## config.mk

```make
export PLATFORM = sky130hd
export DESIGN_NAME = tcw_fifo
export DESIGN_NICKNAME = d
export VERILOG_FILES = /design/src/design/tcw_fifo.sv
export SDC_FILE = /design/constraint.sdc
export NUM_CORES = 1
export LEC_CHECK = 0
export ABC_AREA = 1
export BUFFER_PORTS_ARGS = -buffer_cell sky130_fd_sc_hd__buf_2
export CAP_MARGIN = 20
export CORE_AREA = 5 5 42 44
export CTS_BUF_LIST = sky130_fd_sc_hd__clkbuf_8 sky130_fd_sc_hd__clkbuf_16
export CTS_CLUSTER_SIZE = 12
export DETAILED_ROUTE_END_ITERATION = 10
export DIE_AREA = 0 0 47 49
export SLEW_MARGIN = 20
export SYNTH_ARGS = -nofsm -noshare
export SYNTH_HDL_FRONTEND = slang
export SYNTH_SLANG_ARGS = --single-unit
```

## constraint.sdc

```tcl
create_clock -name clk_i -period 1.5 [get_ports clk_i]
set_input_delay 0.225 -clock clk_i [delete_from_list [all_inputs] [get_ports clk_i]]
set_output_delay 0.225 -clock clk_i [all_outputs]
set_load 0.02 [all_outputs]
```

## src/design/tcw_fifo.sv

```systemverilog
module tcw_fifo #(
  parameter type         T     = logic,
  parameter int unsigned DEPTH = 2
) (
  input  logic clk_i,
  input  logic rst_ni,
  input  logic push_i,
  input  T     data_i,
  output logic full_o,
  input  logic pop_i,
  output T     data_o,
  output logic empty_o
);

  localparam int unsigned PW   = (DEPTH > 1) ? $clog2(DEPTH) : 1;
  localparam int unsigned CNTW = $clog2(DEPTH + 1);

  T                store_q [DEPTH];
  logic [PW-1:0]   wr_q, wr_d, rd_q, rd_d;
  logic [CNTW-1:0] cnt_q, cnt_d;
  logic            push_ok, pop_ok;

  assign full_o  = (cnt_q == CNTW'(DEPTH));
  assign empty_o = (cnt_q == '0);
  assign data_o  = store_q[rd_q];
  assign push_ok = push_i && !full_o;
  assign pop_ok  = pop_i && !empty_o;

  always_comb begin
    wr_d  = wr_q;
    rd_d  = rd_q;
    cnt_d = cnt_q;
    if (push_ok) begin
      wr_d = (wr_q == PW'(DEPTH - 1)) ? '0 : wr_q + PW'(1);
    end
    if (pop_ok) begin
      rd_d = (rd_q == PW'(DEPTH - 1)) ? '0 : rd_q + PW'(1);
    end
    if (push_ok && !pop_ok) begin
      cnt_d = cnt_q + CNTW'(1);
    end else if (pop_ok && !push_ok) begin
      cnt_d = cnt_q - CNTW'(1);
    end
  end

  always_ff @(posedge clk_i or negedge rst_ni) begin
    if (!rst_ni) begin
      wr_q  <= '0;
      rd_q  <= '0;
      cnt_q <= '0;
    end else begin
      wr_q  <= wr_d;
      rd_q  <= rd_d;
      cnt_q <= cnt_d;
    end
  end

  always_ff @(posedge clk_i) begin
    if (push_ok) begin
      store_q[wr_q] <= data_i;
    end
  end

endmodule

```

==> impl_metrics.json <==
{
  "outcome": "finished, final reports clean",
  "yosysSeqAreaShare": 0.525,
  "path_buf_inv": 1,
  "cp-start-kind": "flip-flop",
  "synth_top_family_by_area": "simple AND/OR/NAND/NOR gates",
  "layout_commonest_cell": "nand2_1",
  "critPathArrivalTime_ns": 1.45,
  "dp_cells": 60,
  "hold_ws_ns": 0.188,
  "fp-row-count": 14,
  "cellPowerDensity_nw_per_um2": 2190,
  "rsz0062_at_grt": "false",
  "synth_mux_area_frac": 0,
  "antenna_found_initial": 0,
  "slew_viol_final": 0,
  "p_leak_nw": 0.228,
  "start_util": 0.218,
  "crit_family": "flip-flops",
  "fin_cells": 65,
  "io_pins": 8,
  "hpwl_um": 439,
  "hold_class": "input pin to flip-flop",
  "cts_tree": "yes",
  "synth_area_um2": 305,
  "clkLatencyLatePin_ns": 0.22,
  "viasPerCell": 4.00,
  "nets": 56,
  "slew_headroom": 0.831,
  "tightest_slew_ns": 0.254,
  "io_buffer_count": 7,
  "min_to": "store_q[1]$_DFFE_PP_",
  "synthSimpleGateAreaFrac": 0.275,
  "synth_xor_area_frac": 0.0287,
  "max_clock_freq_mhz": 744,
  "post_drt_wl_per_cell_um": 8.42,
  "reg2reg_to": "cnt_q[1]$_DFFE_PN0P_",
  "max_stage_delay_ns": 0.45,
  "htreeDepth": 1,
  "core_um2": 1400,
  "drtIter0Drc": 3,
  "cts_root_buffer": "clkbuf_8",
  "grt_pass1_vias": 260,
  "setup_tns_ns": 0,
  "fin_crit_sh": 0.896,
  "grt.overflow.total": 0,
  "yosysWarnings": 0,
  "ys_ff_latch": 6,
  "wl_um": 547,
  "drive_gt1_frac": 0.245,
  "crit_type": "flip-flop to flip-flop",
  "cts_made_buffers": 3,
  "antennaDiodeCount": 0,
  "routabilityCongestion": 0.771,
  "setup_violations": 0,
  "rr_worst_depth": 7,
  "cts_setup_buffers": 0,
  "final_antenna_net_count": 0,
  "synth_nets": 43,
  "synth_area_per_cell_um2": 8.25,
  "drt_first_pass_iters": 4,
  "worstReg2RegStart": "cnt_q[0]$_DFFE_PN0P_",
  "worst-path-max-fanout": 7,
  "hold_viol": 0,
  "fin_crit_ns": 1.34,
  "synthCells": 37,
  "fp.dieH_um": 49,
  "slowest_stage": "dfrtp_1",
  "grt_pass1_wl_um": 966,
  "layout_common_cells": "12 x nand2_1, 9 x inv_1, 7 x buf_2",
  "fill_cells": 168,
  "syn_to_final_growth_pct": 36.1,
  "synth_compound_area_frac": 0.0328,
  "die_w_um": 47,
  "min_from": "data_i",
  "clock_skew_ns": 0.00410,
  "clk_pin_slew_worst_paths_ns": 0.04,
  "clock_sinks": 6,
  "dieArea_um2": 2300,
  "endpoint_kind": "flip-flop",
  "vias": 260,
  "worstPathRequired_ns": 1.61,
  "irDropWorstVdd_v": 0.000608,
  "grt_max_degree": 8,
  "drv_cap": 0,
  "track_usage": 0.0588,
  "crit_chain": "nor2_2, nor2_2, ha_1, inv_1, nand3_1, nand2_1, nand2_1",
  "drcViolationCount": 0,
  "clockBufferDepth": 2,
  "r2r_slack_ns": 0.16,
  "synth_cell_types": 12,
  "synthAdderAreaFrac": 0.0410,
  "hold_depth": 1
}
## worst max-delay path by stage
stage	start	endpoint	depth (start not counted)	slack [ns]
2_1_floorplan	cnt_q[0]$_DFFE_PN0P_	cnt_q[1]$_DFFE_PN0P_	7	0.10
3_3_place_gp	cnt_q[0]$_DFFE_PN0P_	cnt_q[1]$_DFFE_PN0P_	6	0.11
3_5_place_dp	cnt_q[0]$_DFFE_PN0P_	cnt_q[1]$_DFFE_PN0P_	6	0.08
4_1_cts	cnt_q[0]$_DFFE_PN0P_	cnt_q[1]$_DFFE_PN0P_	6	0.07
5_1_grt	cnt_q[1]$_DFFE_PN0P_	cnt_q[1]$_DFFE_PN0P_	8	0.04
6_report	cnt_q[0]$_DFFE_PN0P_	cnt_q[1]$_DFFE_PN0P_	7	0.16
## cell families (layout without fill, tap and decap cells)
family                     count (synthesis)  count (layout)
DFF                                        6               6
and+or+nand+nor                           19              19
buffers and inverters                      8              20
AOI/OAI and AO/OA                          2               2
adders and majority gates                  1               1
xor gates and xnor gates                   1               1
## repair_timing
action | 4_1_cts | 5_1_grt
endpoints found under the setup margin | 0 | 1
resized for setup | 0 | 1
endpoints found under the hold margin | 4 | 0
hold buffers | 1 | 0
## power breakdown
group	switching [mW]	total (mW)	leakage (nW)	internal, mW
logic	0.216	0.353	0.135	0.137
registers	0.0617	0.304	0.0665	0.243
clock network	0.0747	0.251	0.0269	0.176
total	0.352	0.908	0.228	0.556
## routing by layer
metal	wire length [µm]	track usage	up-vias
li1	-	-	138
met1	254	0.0762	109
met2	204	0.0769	10
met3	69	0.0221	3
met4	19	0.0415	0
met5	0	0	-
## sequential cells by signal (all words and copies together) (netlist names)
| signal | count |
|---|---|
| rd_q | 1 |
| store_q | 2 |
| cnt_q | 2 |
| wr_q | 1 |
## cell type report
class	count	area, µm²	share of cell area
Sequential cell	6	160	0.386
Multi-Input combinational cell	23	115	0.277
Timing Repair Buffer	8	45.0	0.108
Clock buffer	3	41.3	0.0994
Inverter	8	30.0	0.0723
Tap cell	16	20.0	0.0482
Clock inverter	1	3.75	0.00904
## stage by stage
| step | worst slack, ns | area (µm²) | util | power (mW) |
|---|---|---|---|---|
| floorplan | 0.101 | 305 | - | 0.563 |
| global route | 0.0368 | 415 | 0.296 | 1.00 |
| finish | 0.156 | 415 | 0.296 | 0.908 |
| CTS | 0.0738 | 415 | 0.296 | 0.918 |
| detailed placement | 0.0837 | 360 | 0.257 | 0.658 |
| global placement | 0.111 | 360 | 0.257 | 0.648 |
## cells in the mapped netlist
cell type | count | area [µm²]
edfxtp_1 | 2 | 60.1
ha_1 | 1 | 12.5
nand2_1 | 12 | 45.0
nor2_2 | 2 | 12.5
o21ai_0 | 2 | 10.0
inv_1 | 8 | 30.0
dfrtp_1 | 4 | 100
nand3b_1 | 1 | 7.51
xnor2_1 | 1 | 8.76
nor2_1 | 2 | 7.51
nand4_1 | 1 | 6.26
nand3_1 | 1 | 5.00
## worst register-to-register path: cells and delay by family, from the launching register on
family | cells | cell delay, ns
buf+inv | 1 | 0.08
flops | 1 | 0.45
simple gates | 5 | 0.41
fa+ha+maj | 1 | 0.30
Power figures use the tool's default switching activity.
