[src/design/tcw_pkg.sv]
package tcw_pkg;

  localparam int unsigned ReadIdxW = 11;
  localparam int unsigned RowW     = 5;
  localparam int unsigned ColW     = 7;

  localparam logic [7:0] BlankChar   = 8'h20;
  localparam logic [7:0] ResetAttr   = 8'h0f;
  localparam logic [7:0] CharTab     = 8'd9;
  localparam logic [7:0] CharNewline = 8'd10;
  localparam logic [7:0] CharReturn  = 8'd13;
  localparam int unsigned TabStop    = 8;

  localparam logic [1:0] ModePut   = 2'd0;
  localparam logic [1:0] ModeClear = 2'd1;

  typedef logic [RowW-1:0]     cursor_row_t;
  typedef logic [ColW-1:0]     cursor_col_t;
  typedef logic [ReadIdxW-1:0] read_index_t;

  typedef struct packed {
    logic [1:0]  mode;
    logic [7:0]  char_code;
    read_index_t read_index;
  } item_t;

  typedef struct packed {
    cursor_row_t cursor_row;
    cursor_col_t cursor_col;
    logic [7:0]  cell_char;
    logic [7:0]  cell_attr;
  } result_t;

  typedef enum logic [2:0] {
    OP_CHAR,
    OP_NEWLINE,
    OP_RETURN,
    OP_TAB,
    OP_CLEAR,
    OP_READ
  } op_e;

  typedef struct packed {
    op_e         op;
    logic [7:0]  ch;
    read_index_t read_index;
  } cmd_t;

  typedef enum logic [2:0] {
    ST_INIT,
    ST_IDLE,
    ST_EXEC,
    ST_TAB,
    ST_SCROLL,
    ST_CLEAR,
    ST_READ,
    ST_RES
  } back_state_e;

endpackage

[src/design/tcw_fifo.sv]
module tcw_fifo #(
  parameter type         T     = logic,
  parameter int unsigned DEPTH = 2
) (
  input  logic clk_i,
  input  logic rst_ni,
  input  logic push_i,
  input  T     data_i,
  output logic full_o,
  input  logic pop_i,
  output T     data_o,
  output logic empty_o
);

  localparam int unsigned PW   = (DEPTH > 1) ? $clog2(DEPTH) : 1;
  localparam int unsigned CNTW = $clog2(DEPTH + 1);

  T                store_q [DEPTH];
  logic [PW-1:0]   wr_q, wr_d, rd_q, rd_d;
  logic [CNTW-1:0] cnt_q, cnt_d;
  logic            push_ok, pop_ok;

  assign full_o  = (cnt_q == CNTW'(DEPTH));
  assign empty_o = (cnt_q == '0);
  assign data_o  = store_q[rd_q];
  assign push_ok = push_i && !full_o;
  assign pop_ok  = pop_i && !empty_o;

  always_comb begin
    wr_d  = wr_q;
    rd_d  = rd_q;
    cnt_d = cnt_q;
    if (push_ok) begin
      wr_d = (wr_q == PW'(DEPTH - 1)) ? '0 : wr_q + PW'(1);
    end
    if (pop_ok) begin
      rd_d = (rd_q == PW'(DEPTH - 1)) ? '0 : rd_q + PW'(1);
    end
    if (push_ok && !pop_ok) begin
      cnt_d = cnt_q + CNTW'(1);
    end else if (pop_ok && !push_ok) begin
      cnt_d = cnt_q - CNTW'(1);
    end
  end

  always_ff @(posedge clk_i or negedge rst_ni) begin
    if (!rst_ni) begin
      wr_q  <= '0;
      rd_q  <= '0;
      cnt_q <= '0;
    end else begin
      wr_q  <= wr_d;
      rd_q  <= rd_d;
      cnt_q <= cnt_d;
    end
  end

  always_ff @(posedge clk_i) begin
    if (push_ok) begin
      store_q[wr_q] <= data_i;
    end
  end

endmodule

[src/design/tcw_front.sv]
module tcw_front (
  input  logic          clk_i,
  input  logic          rst_ni,
  input  logic          push_i,
  input  tcw_pkg::item_t item_i,
  output logic          full_o,
  input  logic          cmd_pop_i,
  output tcw_pkg::cmd_t cmd_o,
  output logic          cmd_empty_o
);

  tcw_pkg::cmd_t cmd;

  always_comb begin
    cmd.ch         = item_i.char_code;
    cmd.read_index = item_i.read_index;
    if (item_i.mode == tcw_pkg::ModePut) begin
      case (item_i.char_code)
        tcw_pkg::CharNewline: cmd.op = tcw_pkg::OP_NEWLINE;
        tcw_pkg::CharReturn:  cmd.op = tcw_pkg::OP_RETURN;
        tcw_pkg::CharTab:     cmd.op = tcw_pkg::OP_TAB;
        default:              cmd.op = tcw_pkg::OP_CHAR;
      endcase
    end else if (item_i.mode == tcw_pkg::ModeClear) begin
      cmd.op = tcw_pkg::OP_CLEAR;
    end else begin
      cmd.op = tcw_pkg::OP_READ;
    end
  end

  tcw_fifo #(
    .T     (tcw_pkg::cmd_t),
    .DEPTH (2)
  ) u_cmd_q (
    .clk_i   (clk_i),
    .rst_ni  (rst_ni),
    .push_i  (push_i),
    .data_i  (cmd),
    .full_o  (full_o),
    .pop_i   (cmd_pop_i),
    .data_o  (cmd_o),
    .empty_o (cmd_empty_o)
  );

endmodule

[config.mk]
export PLATFORM = sky130hd
export DESIGN_NAME = tcw_front
export DESIGN_NICKNAME = d
export VERILOG_FILES = /design/src/design/tcw_pkg.sv /design/src/design/tcw_fifo.sv /design/src/design/tcw_front.sv
export SDC_FILE = /design/constraint.sdc
export NUM_CORES = 1
export LEC_CHECK = 0
export BUFFER_PORTS_ARGS = -buffer_cell sky130_fd_sc_hd__clkbuf_2
export CELL_PAD_IN_SITES_DETAIL_PLACEMENT = 0
export CELL_PAD_IN_SITES_GLOBAL_PLACEMENT = 1
export CORE_MARGIN = 2
export CORE_UTILIZATION = 38
export DETAILED_ROUTE_END_ITERATION = 12
export GPL_ROUTABILITY_DRIVEN = 0
export GPL_TIMING_DRIVEN = 0
export PLACE_DENSITY_LB_ADDON = 0.1
export REMOVE_ABC_BUFFERS = 1
export SYNTH_ARGS = -nofsm -noshare
export SYNTH_HDL_FRONTEND = slang
export SYNTH_HIERARCHICAL = 1
export SYNTH_SLANG_ARGS = --single-unit
[constraint.sdc]
create_clock -name clk_i -period 1.9 [get_ports clk_i]
set_input_delay 0.19 -clock clk_i [delete_from_list [all_inputs] [get_ports clk_i]]
set_output_delay 0.19 -clock clk_i [all_outputs]
set_load 0.005 [all_outputs]
==> impl_summary.md <==
Layout
For this run, the share of the core covered by cells in the final layout is 48.4%. Counting the fill cells in the layout gives 416. In the final layout, the multi-input gates occupy 398 sq um. In the layout the commonest cells are clkbuf_2 (48), edfxtp_1 (44), mux2_2 (22).

The register area is 1420 sq um. The count of inserted antenna diode cells is 0. The library cell used most frequently in the layout, excluding fill and tap cells, is clkbuf_2. The signed area change from the synthesized netlist to the final layout is 23.7%. The final net count is 176. The fraction of final layout cells with drive strength greater than 1 is 54.3%.

Route
The routed layout has 978 vias. The length of the first detailed-routing pass in iterations is 3. The average vias per placed instance is 4.49. The number of violations reported at the end of detailed-routing iteration 0 is 42. The sum of routed wire length over all layers is 2960 microns.

The routed length per instance is 13.6 microns. The count of nets left with antenna violations once routing finished came out at 0. The number of remaining DRC errors is 0.

STA
Setup repair after global routing left no endpoint under its margin. The clock skew is 0.00513 ns. The max-slew headroom at the worst pin is 61.2%. The worst path in the final design needs a cycle of 1.74 ns, including I/O delays and setup.

Timing would allow up to 0.575 GHz. Setup violations remaining at the end of the flow were counted as 0. The count of final hold-check violations is 0.

The final worst-path setup slack is 0.162 ns. The final clock period utilization by the worst path is 91.5%. The final max-slew violation count is 0. The slew at the pin with the worst max-slew slack is 0.581 ns.

Floorplan
The die is 73.8 microns wide. The starting density of the core is 39.2%. The floorplan has 25 rows. The I/O pin count is 49.

After floorplanning, the core was sized to cover 4720 sq um. The die footprint is 5440 sq um. The height of the die is 73.8 microns.

Power and ir drop
Summed over all cells, the static leakage comes to 0.890 nW. The areal power density over the cells is 1390 nW/um^2. Power comes to 0.00319 W. Across the VDD grid, the largest voltage drop is 0.570 mV.

Clocking
The clock latency on the worst-skew pair is 0.29 ns. The H-tree was split into 2 levels. The tree is rooted in a clkbuf_8.

CTS saw 48 sinks. The number of buffers between clock root and the deepest sink is 2. The number of buffers inserted to repair setup after CTS is 0. The number of CTS-inserted buffers is 5. Clock-pin slew was measured on the worst setup and hold paths at 0.08 ns. The CTS tree is done.

Global routing
The number of global-route vias before repair was 1,003. The pin count of the biggest net entering global routing is 24. The initial antenna violation count is 0.

Global routing used 11.6% of the available tracks across all layers. For this run the aggregate overflow at the end of global routing stands at 0. The global-route wire length before repair is 4460 microns.

Worst hold path
The worst hold path stage count is 1. The type of the worst min-delay path is in2reg.

Worst setup path
The largest single stage delay on the critical path is 0.73 ns. The worst setup path is launched from a flop. The worst endpoint data arrival time is 1.55 ns.

The worst reg2reg path depth is 4. Walking the worst path, the cells encountered are mux2_2 -> clkbuf_2. The critical path in this run is classified as reg2out.

The kind of end point of the critical path is a primary output. The slowest stage of the critical path belongs to the cell dfrtp_2. The critical path data required time is 1.71 ns. Of all nets on the critical path, the largest fanout is 23.

Synthesis
Summing every instance area after synthesis gives 1850 sq um. The synthesis-stage register bit count is 48. The part of the Yosys area used for sequential elements is 76.9%. The count of unique library cells instantiated by Yosys is 18.

Synthesis handed over a netlist of 95 instances. The number of warning messages in the yosys log is 6. The average instance in the mapped netlist occupies 19.5 sq um.

Placed design
The number of I/O port buffers is 48. Before CTS, the worst setup slack after placement is -0.00361 ns. Detailed placement ended at an HPWL of 2050 microns.

Flow run
The max-capacitance violation count is 0.

Run status
The run finished with clean final reports.
critical path, delay by kind of cell (launching register included):
kind	cells	cell delay [ns]
buf+inv	1	0.12
flops	1	0.73
mux	1	0.40
state kept, by name, summed over array words and instances (netlist names):
| register | flops |
|---|---|
| u_cmd_q/cnt_q | 2 |
| u_cmd_q/rd_q | 1 |
| u_cmd_q/store_q | 44 |
| u_cmd_q/wr_q | 1 |
path summary, 6_finish.rpt:
check,from,endpoint,slack [ns]
min reg2reg,u_cmd_q/wr_q$_DFFE_PN0P_,u_cmd_q/wr_q$_DFFE_PN0P_,0.53
min,item_i[7],u_cmd_q/store_q[0][7]$_DFFE_PP_,0.09
max in group asynchronous,rst_ni,u_cmd_q/rd_q$_DFFE_PN0P_,1.53
min in group asynchronous,rst_ni,u_cmd_q/cnt_q[1]$_DFFE_PN0P_,0.23
max reg2reg,u_cmd_q/cnt_q[0]$_DFFE_PN0P_,u_cmd_q/store_q[0][14]$_DFFE_PP_,0.18
max,u_cmd_q/rd_q$_DFFE_PN0P_,cmd_o[20],0.16
metrics by stage:
stage | hold slack [ns] | instances | instance area [sq um] | TNS [ns]
6_report | 0.0854 | 218 | 2290 | 0
2_1_floorplan | -0.106 | 93 | 1830 | -2.05
5_1_grt | 0.0604 | 218 | 2290 | 0
4_1_cts | 0.0719 | 218 | 2290 | 0
3_5_place_dp | 0.000792 | 209 | 2170 | -0.0621
3_3_place_gp | -0.00211 | 208 | 2150 | -14.78
final cells by class:
cell class	count	share of cell area, %
inverters	3	0.492
multi-input cells	42	17.4
well taps	67	3.67
clock buffers	5	3.01
flip-flops and latches	48	62.2
clock inverters	3	1.64
repair buffers	50	11.6
timing repair:
item	CTS	global route
resized for setup	2	0
endpoints found under the setup margin	44	0
hold buffers	1	0
endpoints found under the hold margin	4	0
Yosys cell counts:
cell | count | area [sq um]
edfxtp_1 | 44 | 1320
mux2_2 | 22 | 248
dfrtp_1 | 4 | 100
inv_1 | 3 | 11.3
nor2_1 | 3 | 11.3
xnor2_1 | 3 | 26.3
xor2_1 | 3 | 26.3
and3_1 | 2 | 12.5
buf_6 | 2 | 22.5
a41o_1 | 1 | 10.0
ha_1 | 1 | 12.5
nand2_1 | 1 | 3.75
nand2b_1 | 1 | 6.26
nor2b_1 | 1 | 6.26
nor3b_1 | 1 | 7.51
nor4_2 | 1 | 12.5
o21ai_1 | 1 | 5.00
or2_2 | 1 | 6.26
where the power goes:
group	switching, W	internal, W	leakage, nW	total, W
sequential	0.000178	0.00145	0.454	0.00163
clock	0.000305	0.000383	0.0532	0.000688
combinational	0.000382	0.000486	0.383	0.000868
total	0.000865	0.00232	0.890	0.00319
per-layer routing:
layer	track usage [%]	wire length (microns)
met4	4.85	53
met2	20.8	1580
met3	5.49	204
met1	11.2	1120
met5	0	0
cell families (layout without fill, tap and decap cells):
logic type                 count (synthesis)  after routing  synth area share [%]
AOI/OAI and AO/OA                          2              2                 0.812
xor gates and xnor gates                   6              6                  2.84
adders and majority gates                  1              1                 0.676
buffers and inverters                      5             61                  1.83
DFF                                       48             48                  76.9
muxes                                     22             22                  13.4
and+or+nand+nor                           11             11                  3.59
Note: power is estimated with default switching activity, not from simulation.
